==> src/hw/rtl/tpb_pkg.sv <==
// ----------------------------------------------------------------------------
// tpb_pkg: shared types and constants
// Widths, register indexes, command codes and state types shared by the
// tachometer period-to-bargraph block.
// ----------------------------------------------------------------------------
`default_nettype none

package tpb_pkg;

   localparam int SCALE_W     = 24;
   localparam int BAND_W      = 16;
   localparam int SPEED_W     = 16;
   localparam int BAR_W       = 16;
   localparam int CSR_INDEX_W = 4;

   localparam logic [CSR_INDEX_W-1:0] CSR_SCALE = 4'd0;
   localparam logic [CSR_INDEX_W-1:0] CSR_BAND  = 4'd1;

   localparam logic [SCALE_W-1:0] SCALE_RESET = 24'd13107000;
   localparam logic [BAND_W-1:0]  BAND_RESET  = 16'd1000;

   // command queue between front and back
   localparam int CMDQ_DEPTH = 4;
   localparam int CMDQ_PTR_W = 2;

   // bit-serial divider: one quotient bit per cycle over the scale width
   localparam int                DIV_CNT_W = 5;
   localparam logic [DIV_CNT_W-1:0] DIV_LAST = 5'd23;

   typedef enum logic [1:0] {
      OP_HOLD,
      OP_CLEAR,
      OP_CALC
   } cmd_op_type;

   localparam int CMD_OP_W = 2;

   typedef enum logic [1:0] {
      BK_IDLE,
      BK_SPEED,
      BK_BAR,
      BK_EMIT
   } back_state_type;

   typedef struct packed {
      logic busy;
      logic done;
   } div_sts_type;

endpackage

`default_nettype wire

==> src/hw/rtl/tachometer_period_to_bargraph_top.sv <==
// ----------------------------------------------------------------------------
// tachometer_period_to_bargraph_top: input-capture tachometer with bar graph
// Counts timer ticks between capture edges, divides the scale by the period
// to get speed and drives a thermometer bar of lamps; one response per tick.
// ----------------------------------------------------------------------------
// Response path: a plain tick or wrap request passes the command queue and the
// output register; an edge with a nonzero period also waits for two passes of
// the bit-serial divider (one when speed or band is zero).
// Throughput: one request per cycle until the 4-deep command queue fills;
// each edge holds the back end for one or two divider passes.
// Reset (synchronous, active high) empties the queues, clears counter, speed
// and bar, and loads the registers with their defaults.
`default_nettype none

module tachometer_period_to_bargraph_top #(
   parameter int COUNTER_WIDTH = 16,
   parameter int LAMP_COUNT    = 16
) (
   input  wire                              clock,
   input  wire                              reset,
   // request channel
   input  wire                              req_push,
   output logic                             req_full,
   input  wire                              req_edge_req,
   // response channel
   output logic                             rsp_empty,
   input  wire                              rsp_pop,
   output logic [tpb_pkg::SPEED_W-1:0]      rsp_speed,
   output logic [tpb_pkg::BAR_W-1:0]        rsp_bar,
   // register write channel
   input  wire                              csr_valid,
   output logic                             csr_ready,
   input  wire  [tpb_pkg::CSR_INDEX_W-1:0]  csr_index,
   input  wire  [tpb_pkg::SCALE_W-1:0]      csr_wdata
);
   import tpb_pkg::*;

   // divisor covers both the period and the band size
   localparam int DIV_W  = (COUNTER_WIDTH > BAND_W) ? COUNTER_WIDTH : BAND_W;
   localparam int CMD_W  = CMD_OP_W + COUNTER_WIDTH;

   logic [SCALE_W-1:0]       scale_ff, scale_in;
   logic [BAND_W-1:0]        band_ff, band_in;
   logic                     csr_write;

   logic                     req_accept;
   cmd_op_type               front_op;
   logic [COUNTER_WIDTH-1:0] front_period;
   logic [CMD_W-1:0]         q_wdata, q_rdata;
   logic                     q_empty, q_pop;
   cmd_op_type               cmd_op;
   logic [COUNTER_WIDTH-1:0] cmd_period;

   logic                     div_start;
   logic [SCALE_W-1:0]       div_dividend;
   logic [DIV_W-1:0]         div_divisor;
   div_sts_type              div_sts;
   logic [SCALE_W-1:0]       div_quotient;

   // Registers: always writable; unknown indexes are dropped.
   always_comb begin
      csr_ready = 1'b1;
      csr_write = csr_valid && csr_ready;
      scale_in  = scale_ff;
      band_in   = band_ff;
      if (csr_write) begin
         case (csr_index)
            CSR_SCALE: scale_in = csr_wdata;
            CSR_BAND:  band_in  = csr_wdata[BAND_W-1:0];
            default:   ;
         endcase
      end
   end

   always_ff @(posedge clock) begin
      if (reset) begin
         scale_ff <= SCALE_RESET;
         band_ff  <= BAND_RESET;
      end else begin
         scale_ff <= scale_in;
         band_ff  <= band_in;
      end
   end

   // Front end: one tick per accepted request, classified into a command.
   assign req_accept = req_push && !req_full;

   tpb_front #(
      .COUNTER_WIDTH(COUNTER_WIDTH)
   ) u_front (
      .clock    (clock),
      .reset    (reset),
      .accept   (req_accept),
      .edge_req (req_edge_req),
      .op       (front_op),
      .period   (front_period)
   );

   assign q_wdata = {front_op, front_period};

   // Command queue: lets ticks keep arriving while a divide runs.
   tpb_cmdq #(
      .DATA_W(CMD_W)
   ) u_cmdq (
      .clock (clock),
      .reset (reset),
      .push  (req_accept),
      .wdata (q_wdata),
      .full  (req_full),
      .pop   (q_pop),
      .rdata (q_rdata),
      .empty (q_empty)
   );

   assign cmd_op     = cmd_op_type'(q_rdata[CMD_W-1:COUNTER_WIDTH]);
   assign cmd_period = q_rdata[COUNTER_WIDTH-1:0];

   // Shared divider: speed = scale / period, then lamps = speed / band + 1 (capped).
   tpb_div #(
      .DIV_W(DIV_W)
   ) u_div (
      .clock    (clock),
      .reset    (reset),
      .start    (div_start),
      .dividend (div_dividend),
      .divisor  (div_divisor),
      .sts      (div_sts),
      .quotient (div_quotient)
   );

   // Back end: in-order command execution and response register.
   tpb_back #(
      .COUNTER_WIDTH (COUNTER_WIDTH),
      .LAMP_COUNT    (LAMP_COUNT),
      .DIV_W         (DIV_W)
   ) u_back (
      .clock        (clock),
      .reset        (reset),
      .cmd_empty    (q_empty),
      .cmd_op       (cmd_op),
      .cmd_period   (cmd_period),
      .cmd_pop      (q_pop),
      .scale        (scale_ff),
      .band         (band_ff),
      .div_start    (div_start),
      .div_dividend (div_dividend),
      .div_divisor  (div_divisor),
      .div_sts      (div_sts),
      .div_quotient (div_quotient),
      .rsp_empty    (rsp_empty),
      .rsp_pop      (rsp_pop),
      .rsp_speed    (rsp_speed),
      .rsp_bar      (rsp_bar)
   );

endmodule

`default_nettype wire

==> src/hw/rtl/tpb_front.sv <==
// ----------------------------------------------------------------------------
// tpb_front: tick counter and request classifier
// Counts ticks since the last capture edge and turns each request into a back
// end command: hold, clear on wrap, or compute on an edge with nonzero count.
// ----------------------------------------------------------------------------
`default_nettype none

module tpb_front #(
   parameter int COUNTER_WIDTH = 16
) (
   input  wire                       clock,
   input  wire                       reset,
   input  wire                       accept,
   input  wire                       edge_req,
   output tpb_pkg::cmd_op_type       op,
   output logic [COUNTER_WIDTH-1:0]  period
);
   import tpb_pkg::*;

   logic [COUNTER_WIDTH-1:0] tick_ff;
   logic [COUNTER_WIDTH-1:0] tick_in;

   always_comb begin
      period  = tick_ff;
      tick_in = tick_ff;
      op      = OP_HOLD;
      if (edge_req) begin
         if (tick_ff != '0) begin
            op = OP_CALC;
         end
         if (accept) begin
            tick_in = '0;
         end
      end else begin
         // all ones about to wrap: no edge within a full count
         if (&tick_ff) begin
            op = OP_CLEAR;
         end
         if (accept) begin
            tick_in = tick_ff + COUNTER_WIDTH'(1);
         end
      end
   end

   always_ff @(posedge clock) begin
      if (reset) begin
         tick_ff <= '0;
      end else begin
         tick_ff <= tick_in;
      end
   end

endmodule

`default_nettype wire

==> src/hw/rtl/tpb_cmdq.sv <==
// ----------------------------------------------------------------------------
// tpb_cmdq: command queue
// Small FIFO that decouples the tick front end from the divide back end.
// ----------------------------------------------------------------------------
`default_nettype none

module tpb_cmdq #(
   parameter int DATA_W = 18
) (
   input  wire               clock,
   input  wire               reset,
   input  wire               push,
   input  wire  [DATA_W-1:0] wdata,
   output logic              full,
   input  wire               pop,
   output logic [DATA_W-1:0] rdata,
   output logic              empty
);
   import tpb_pkg::*;

   logic [DATA_W-1:0]     mem_ff [CMDQ_DEPTH];
   logic [CMDQ_PTR_W-1:0] wr_ptr_ff, wr_ptr_in;
   logic [CMDQ_PTR_W-1:0] rd_ptr_ff, rd_ptr_in;
   logic [CMDQ_PTR_W:0]   count_ff, count_in;
   logic                  do_push, do_pop;

   always_comb begin
      full      = (count_ff == (CMDQ_PTR_W+1)'(CMDQ_DEPTH));
      empty     = (count_ff == '0);
      rdata     = mem_ff[rd_ptr_ff];
      do_push   = push && !full;
      do_pop    = pop && !empty;
      wr_ptr_in = do_push ? wr_ptr_ff + CMDQ_PTR_W'(1) : wr_ptr_ff;
      rd_ptr_in = do_pop  ? rd_ptr_ff + CMDQ_PTR_W'(1) : rd_ptr_ff;
      count_in  = count_ff;
      if (do_push && !do_pop) begin
         count_in = count_ff + (CMDQ_PTR_W+1)'(1);
      end else if (do_pop && !do_push) begin
         count_in = count_ff - (CMDQ_PTR_W+1)'(1);
      end
   end

   always_ff @(posedge clock) begin
      if (reset) begin
         wr_ptr_ff <= '0;
         rd_ptr_ff <= '0;
         count_ff  <= '0;
      end else begin
         wr_ptr_ff <= wr_ptr_in;
         rd_ptr_ff <= rd_ptr_in;
         count_ff  <= count_in;
      end
   end

   always_ff @(posedge clock) begin
      if (do_push) begin
         mem_ff[wr_ptr_ff] <= wdata;
      end
   end

endmodule

`default_nettype wire

==> src/hw/rtl/tpb_div.sv <==
// ----------------------------------------------------------------------------
// tpb_div: bit-serial restoring divider
// Unsigned divide of a scale-wide dividend, one quotient bit per cycle.
// ----------------------------------------------------------------------------
`default_nettype none

module tpb_div #(
   parameter int DIV_W = 16
) (
   input  wire                          clock,
   input  wire                          reset,
   input  wire                          start,
   input  wire  [tpb_pkg::SCALE_W-1:0]  dividend,
   input  wire  [DIV_W-1:0]             divisor,
   output tpb_pkg::div_sts_type         sts,
   output logic [tpb_pkg::SCALE_W-1:0]  quotient
);
   import tpb_pkg::*;

   logic                 busy_ff, busy_in;
   logic                 done_ff, done_in;
   logic [DIV_CNT_W-1:0] cnt_ff, cnt_in;
   logic [DIV_W-1:0]     rem_ff, rem_in;
   logic [DIV_W-1:0]     dvs_ff, dvs_in;
   logic [SCALE_W-1:0]   quo_ff, quo_in;
   logic [DIV_W:0]       shifted;
   logic [DIV_W:0]       diff;
   logic                 ge;

   always_comb begin
      shifted = {rem_ff, quo_ff[SCALE_W-1]};
      diff    = shifted - {1'b0, dvs_ff};
      ge      = (shifted >= {1'b0, dvs_ff});
      busy_in = busy_ff;
      done_in = 1'b0;
      cnt_in  = cnt_ff;
      rem_in  = rem_ff;
      dvs_in  = dvs_ff;
      quo_in  = quo_ff;
      if (start) begin
         busy_in = 1'b1;
         cnt_in  = '0;
         rem_in  = '0;
         dvs_in  = divisor;
         quo_in  = dividend;
      end else if (busy_ff) begin
         rem_in = ge ? diff[DIV_W-1:0] : shifted[DIV_W-1:0];
         quo_in = {quo_ff[SCALE_W-2:0], ge};
         cnt_in = cnt_ff + DIV_CNT_W'(1);
         if (cnt_ff == DIV_LAST) begin
            busy_in = 1'b0;
            done_in = 1'b1;
         end
      end
      sts.busy = busy_ff;
      sts.done = done_ff;
      quotient = quo_ff;
   end

   always_ff @(posedge clock) begin
      if (reset) begin
         busy_ff <= 1'b0;
         done_ff <= 1'b0;
         cnt_ff  <= '0;
      end else begin
         busy_ff <= busy_in;
         done_ff <= done_in;
         cnt_ff  <= cnt_in;
      end
   end

   always_ff @(posedge clock) begin
      rem_ff <= rem_in;
      dvs_ff <= dvs_in;
      quo_ff <= quo_in;
   end

endmodule

`default_nettype wire

==> src/hw/rtl/tpb_back.sv <==
// ----------------------------------------------------------------------------
// tpb_back: speed and bar sequencer
// Executes queued commands in order, runs the divider for speed and lamp
// count, and holds the result in an output register.
// ----------------------------------------------------------------------------
`default_nettype none

module tpb_back #(
   parameter int COUNTER_WIDTH = 16,
   parameter int LAMP_COUNT    = 16,
   parameter int DIV_W         = 16
) (
   input  wire                          clock,
   input  wire                          reset,
   input  wire                          cmd_empty,
   input  tpb_pkg::cmd_op_type          cmd_op,
   input  wire  [COUNTER_WIDTH-1:0]     cmd_period,
   output logic                         cmd_pop,
   input  wire  [tpb_pkg::SCALE_W-1:0]  scale,
   input  wire  [tpb_pkg::BAND_W-1:0]   band,
   output logic                         div_start,
   output logic [tpb_pkg::SCALE_W-1:0]  div_dividend,
   output logic [DIV_W-1:0]             div_divisor,
   input  tpb_pkg::div_sts_type         div_sts,
   input  wire  [tpb_pkg::SCALE_W-1:0]  div_quotient,
   output logic                         rsp_empty,
   input  wire                          rsp_pop,
   output logic [tpb_pkg::SPEED_W-1:0]  rsp_speed,
   output logic [tpb_pkg::BAR_W-1:0]    rsp_bar
);
   import tpb_pkg::*;

   localparam int LW = $clog2(LAMP_COUNT + 1);

   back_state_type     state_ff, state_in;
   logic [SPEED_W-1:0] speed_ff, speed_in;
   logic [BAR_W-1:0]   bar_ff, bar_in;
   logic               out_valid_ff, out_valid_in;
   logic [SPEED_W-1:0] out_speed_ff;
   logic [BAR_W-1:0]   out_bar_ff;
   logic               can_emit;
   logic               load_out;
   logic [SPEED_W-1:0] speed_sat;
   logic [LW-1:0]      lamps;

   function automatic logic [BAR_W-1:0] bar_of(input logic [LW-1:0] n);
      logic [BAR_W-1:0] b;
      for (int i = 0; i < BAR_W; i++) begin
         b[i] = (int'(n) > i);
      end
      return b;
   endfunction

   always_comb begin
      can_emit  = !out_valid_ff || rsp_pop;
      speed_sat = (div_quotient[SCALE_W-1:SPEED_W] != '0) ? '1 :
                  div_quotient[SPEED_W-1:0];
      lamps     = (div_quotient >= SCALE_W'(LAMP_COUNT)) ? LW'(LAMP_COUNT) :
                  LW'(div_quotient) + LW'(1);

      state_in     = state_ff;
      speed_in     = speed_ff;
      bar_in       = bar_ff;
      cmd_pop      = 1'b0;
      div_start    = 1'b0;
      div_dividend = scale;
      div_divisor  = DIV_W'(cmd_period);
      load_out     = 1'b0;

      case (state_ff)
         BK_IDLE: begin
            if (!cmd_empty) begin
               case (cmd_op)
                  OP_HOLD: begin
                     if (can_emit) begin
                        cmd_pop  = 1'b1;
                        load_out = 1'b1;
                     end
                  end
                  OP_CLEAR: begin
                     if (can_emit) begin
                        cmd_pop  = 1'b1;
                        speed_in = '0;
                        bar_in   = '0;
                        load_out = 1'b1;
                     end
                  end
                  OP_CALC: begin
                     cmd_pop   = 1'b1;
                     div_start = 1'b1;
                     state_in  = BK_SPEED;
                  end
                  default: begin
                     cmd_pop = 1'b1;
                  end
               endcase
            end
         end
         BK_SPEED: begin
            if (div_sts.done) begin
               speed_in = speed_sat;
               if (speed_sat == '0) begin
                  bar_in   = '0;
                  state_in = BK_EMIT;
               end else if (band == '0) begin
                  bar_in   = bar_of(LW'(LAMP_COUNT));
                  state_in = BK_EMIT;
               end else begin
                  div_start    = 1'b1;
                  div_dividend = SCALE_W'(speed_sat);
                  div_divisor  = DIV_W'(band);
                  state_in     = BK_BAR;
               end
            end
         end
         BK_BAR: begin
            if (div_sts.done) begin
               bar_in   = bar_of(lamps);
               state_in = BK_EMIT;
            end
         end
         BK_EMIT: begin
            if (can_emit) begin
               load_out = 1'b1;
               state_in = BK_IDLE;
            end
         end
         default: begin
            state_in = BK_IDLE;
         end
      endcase

      if (load_out) begin
         out_valid_in = 1'b1;
      end else if (rsp_pop) begin
         out_valid_in = 1'b0;
      end else begin
         out_valid_in = out_valid_ff;
      end

      rsp_empty = !out_valid_ff;
      rsp_speed = out_speed_ff;
      rsp_bar   = out_bar_ff;
   end

   always_ff @(posedge clock) begin
      if (reset) begin
         state_ff     <= BK_IDLE;
         speed_ff     <= '0;
         bar_ff       <= '0;
         out_valid_ff <= 1'b0;
      end else begin
         state_ff     <= state_in;
         speed_ff     <= speed_in;
         bar_ff       <= bar_in;
         out_valid_ff <= out_valid_in;
      end
   end

   always_ff @(posedge clock) begin
      if (load_out) begin
         out_speed_ff <= speed_in;
         out_bar_ff   <= bar_in;
      end
   end

endmodule

`default_nettype wire

==> config.mk <==
export PLATFORM = sky130hd
export DESIGN_NAME = tachometer_period_to_bargraph_top
export DESIGN_NICKNAME = d
export VERILOG_FILES = /design/src/hw/rtl/tpb_pkg.sv /design/src/hw/rtl/tachometer_period_to_bargraph_top.sv /design/src/hw/rtl/tpb_front.sv /design/src/hw/rtl/tpb_cmdq.sv /design/src/hw/rtl/tpb_div.sv /design/src/hw/rtl/tpb_back.sv
export SDC_FILE = /design/constraint.sdc
export NUM_CORES = 1
export LEC_CHECK = 0
export BUFFER_PORTS_ARGS = -buffer_cell sky130_fd_sc_hd__buf_2
export CAP_MARGIN = 30
export CORE_ASPECT_RATIO = 0.9
export CORE_MARGIN = 2
export CORE_UTILIZATION = 50
export CTS_CLUSTER_DIAMETER = 60
export DETAILED_ROUTE_END_ITERATION = 12
export GPL_TIMING_DRIVEN = 0
export PLACE_DENSITY = 0.7
export SLEW_MARGIN = 0
export SYNTH_ARGS = -nofsm -noshare
export SYNTH_HDL_FRONTEND = slang
export SYNTH_SLANG_ARGS = --single-unit
==> constraint.sdc <==
create_clock -name clock -period 3 [get_ports clock]
set_input_delay 0.45 -clock clock [delete_from_list [all_inputs] [get_ports clock]]
set_output_delay 0.45 -clock clock [all_outputs]
set_load 0.05 [all_outputs]
==> impl_metrics.ini <==
[logic_synthesis]
ys_ff_latch = 267
synthDistinctLibCells = 65
synthCells = 1149
yosys_warnings = 0
synth_fp_nets = 1216
async_flop_share_pct = 0
avgSynthCellArea_um2 = 10.5
synth_edf_count = 144
netlist_top_cells_area = edfxtp_1 36%, dfxtp_1 20%, nand2_1 5.9%
synth_top_area_share_pct = 35.9
synth_top_flop_cell = edfxtp_1
synth_top_area_cell = edfxtp_1
ys_seq_area_share_pct = 56.3
syn_area_um2 = 12000

[placement]
place_ws_ns = -0.221
port_buffers = 67
gp_congestion = 0.868
dpl.hpwl_um = 19700

[grt]
grt_pass1_wl_um = 43900
grt_antenna_before_repair = 0
grt_max_degree = 25
grt_pass1_vias = 8412
grt_usage_pct = 21.7
grt_overflow = 0

[pwr]
p_per_area_nw_per_um2 = 976
finalPower_mw = 13.4
p_int_mw = 8.42
irDropWorstVdd_mv = 0.796
p_leak_nw = 5.23
seq_power_share_pct = 38.6
power_frac_clock_pct = 24.4
p_sw_share_pct = 37.3
p_comb_share_pct = 37.0
p_sw_mw = 5.00

[worst_setup_path]
rr_worst_depth = 10
worst_ep_arrival_time_ns = 3.14
r2r_start = u_div.dvs_ff[9]$_DFFE_PP_
regToRegSetupSlack_ns = 0.12
path_class = reg2reg
startpoint_type = flip-flop
path_max_fanout = 10
max_stage_delay_ns = 0.40
crit_chain = inv_1 > ha_1 > clkbuf_1 > and3_1 > and2_4 > a311oi_1 > nand3_1 > buf_2 > nor2_1 > o22ai_1
cp.required_ns = 3.27
r2r_end = u_div.quotient[0]$_DFFE_PP_
end_kind = flip-flop
slowest_stage = a311oi_1

[min_path]
hold_depth = 3
min_to = scale_ff[22]$_SDFFE_PP1P_
min-delay-start = csr_wdata[22]
hold_path.class = in2reg

[sta]
setup_viol = 0
holdWs_ns = 0.137
slew_headroom_pct = 36.2
maxSlewViolCount = 0
fin_skew_ns = 0.0196
fmax_ghz = 0.348
period_minus_slack_ns = 2.88
timing.final.crit_share_pct = 95.9
finalHoldViolCount = 0
worst_slack_ns = 0.123
worst_slew_pin_slew_ns = 0.957
rsz0062_at_grt = false

[flow_run]
max_cap_violations = 0

[routing]
drtAntennaViolNets = 0
routed_wl_um = 27300
vias = 8905
viasPerCell = 5.67
wl_per_cell_um = 17.4
drc = 0
firstDrtPassIters = 7
drt-initial-drc-count = 848

[clocking]
cts_sinks = 267
clk_latency_ns = 0.54
cts_made_buffers = 27
hold_buffers = 0
path_clk_slew_ns = 0.07
cts_tree = done
cts-root-buf = clkbuf_16
h-tree-depth = 1
clk_path_buf_depth = 3

[die]
die_area_um2 = 25400
fp.coreArea_um2 = 23500
num_io_pins = 69
start_util_pct = 51.2
rows = 53
die_w_um = 168
die_h_um = 151

[finish]
fin_nets = 1315
drive_gt1_share_pct = 12.8
antenna_cells = 0
syn_to_final_growth_pct = 14.1

[run_status]
status = finished clean
==> through the flow <==
stage	cell area, um2	std cells	TNS [ns]	util [%]
final	13800	1571	0	58.4
after global routing	13800	1571	0	58.4
after CTS	13700	1571	0	58.3
after detailed placement	12800	1521	-4.90	54.5
after global placement	12800	1518	-15.90	54.2
after floorplan	12100	1149	0	-
==> Yosys cell counts, types with 3 or more instances <==
library cell	instances
a211o_1	3
a211oi_1	18
a21boi_0	3
a21o_1	9
a21oi_1	76
a31oi_1	9
and2_1	10
and3_1	6
and4_1	4
buf_1	3
buf_2	9
buf_4	3
clkbuf_1	43
dfxtp_1	123
edfxtp_1	144
ha_1	31
inv_1	48
mux2i_1	20
mux4_2	18
nand2_1	188
nand2b_1	10
nand3_1	26
nand3b_1	24
nand4_1	13
nor2_1	76
nor2b_1	44
nor3_1	21
nor4_1	13
o21a_1	5
o21ai_0	53
o21ai_1	3
o22ai_1	3
o311ai_0	4
o31ai_1	5
or3_1	10
or4_1	3
xnor2_1	14
xor2_1	17
==> routing by layer <==
layer | wire length [um] | GRT usage (%) | vias up
met1 | 13200 | 32.3 | 4315
met4 | 483 | 4.83 | 0
met5 | 0 | 0 | -
met2 | 11800 | 33.1 | 267
li1 | - | - | 4287
met3 | 1810 | 4.08 | 36
==> sequential cells by signal, summed over array words and instances, names as in the netlist, named ones only <==
| signal | count |
|---|---|
| u_cmdq.rd_ptr_ff | 2 |
| u_front.period | 16 |
| u_cmdq.wr_ptr_ff | 2 |
| u_div.rem_ff | 16 |
| u_div.done_ff | 1 |
| u_back.rsp_speed | 16 |
| u_div.dvs_ff | 16 |
| u_back.out_valid_ff | 1 |
| u_back.bar_ff | 16 |
| band_ff | 16 |
| u_div.busy_ff | 1 |
| u_back.speed_ff | 16 |
| u_back.state_ff | 2 |
| scale_ff | 24 |
| u_cmdq.mem_ff | 72 |
| u_div.quotient | 24 |
| u_back.rsp_bar | 16 |
| u_cmdq.count_ff | 3 |
| u_div.cnt_ff | 5 |
==> worst max-delay path, delay by kind of cell, from the launching register on <==
family	cells	cell delay, ns
AO/OA/AOI/OAI	2	0.52
adder cells (fa/ha/maj)	1	0.23
AND/OR/NAND/NOR	4	0.93
buffers and inverters	3	0.59
flip-flops	1	0.36
==> power groups by stage <==
stage / Combinational, mW / Sequential (mW) / Clock (mW)
after floorplan: 3.08 / 5.75 / 0
after detailed placement: 4.88 / 5.20 / 0
final: 4.96 / 5.18 / 3.28
after CTS: 4.92 / 5.15 / 3.33
after global routing: 5.45 / 5.25 / 3.48
after global placement: 4.67 / 5.20 / 0
==> what timing repair did <==
item                       in CTS  in global routing
gates resized for setup         3                 10
buffers inserted                0                  1
pin swaps                       0                  1
setup endpoints to repair      25                 28
cloned                          0                  0
==> cells by family after synthesis <==
family                   after synthesis  share of synthesized area (%)
multiplexers                          38                           5.03
flip-flops                           267                           56.3
buffers and inverters                109                           3.71
XOR/XNOR                              31                           2.25
other                                  1                         0.0311
adder cells (fa/ha/maj)               33                           3.55
AND/OR/NAND/NOR                      461                           18.7
AO/OA/AOI/OAI                        209                           10.4
==> cell type report <==
cell class,instances,area [um2]
fill,1971,9790
sequential,267,6790
multi-input combinational,773,4870
clock buffer,33,718
timing repair buffer,71,402
tap,302,378
buffer,59,262
inverter,49,184
clock inverter,17,153
==> how the worst max path moves through the flow <==
stage / startpoint / endpoint / slack, ns / cells past startpoint
5_1_grt: flip-flop / u_cmdq.count_ff[2]$_SDFFE_PP0P_ / 0.007 / 9
4_1_cts: flip-flop / u_cmdq.count_ff[2]$_SDFFE_PP0P_ / 0.06 / 9
3_5_place_dp: u_div.quotient[23]$_DFFE_PP_ / u_div.quotient[1]$_DFFE_PP_ / -0.22 / 9
6_report: u_div.dvs_ff[9]$_DFFE_PP_ / u_div.quotient[0]$_DFFE_PP_ / 0.12 / 10
2_1_floorplan: u_div.quotient[8]$_DFFE_PP_ / u_div.quotient[0]$_DFFE_PP_ / 0.38 / 9
3_3_place_gp: u_div.quotient[23]$_DFFE_PP_ / u_div.quotient[0]$_DFFE_PP_ / -0.66 / 8
==> placed cells by master, fill, tap and decap left out, types with 44 or more instances in the layout <==
master / n
clkbuf_1: 44
dfxtp_1: 123
a21oi_1: 76
edfxtp_1: 144
nand2_1: 187
buf_2: 77
o21ai_0: 53
inv_1: 48
nor2_1: 76
nor2b_1: 44
Note: power is estimated with default switching activity, not from simulation.
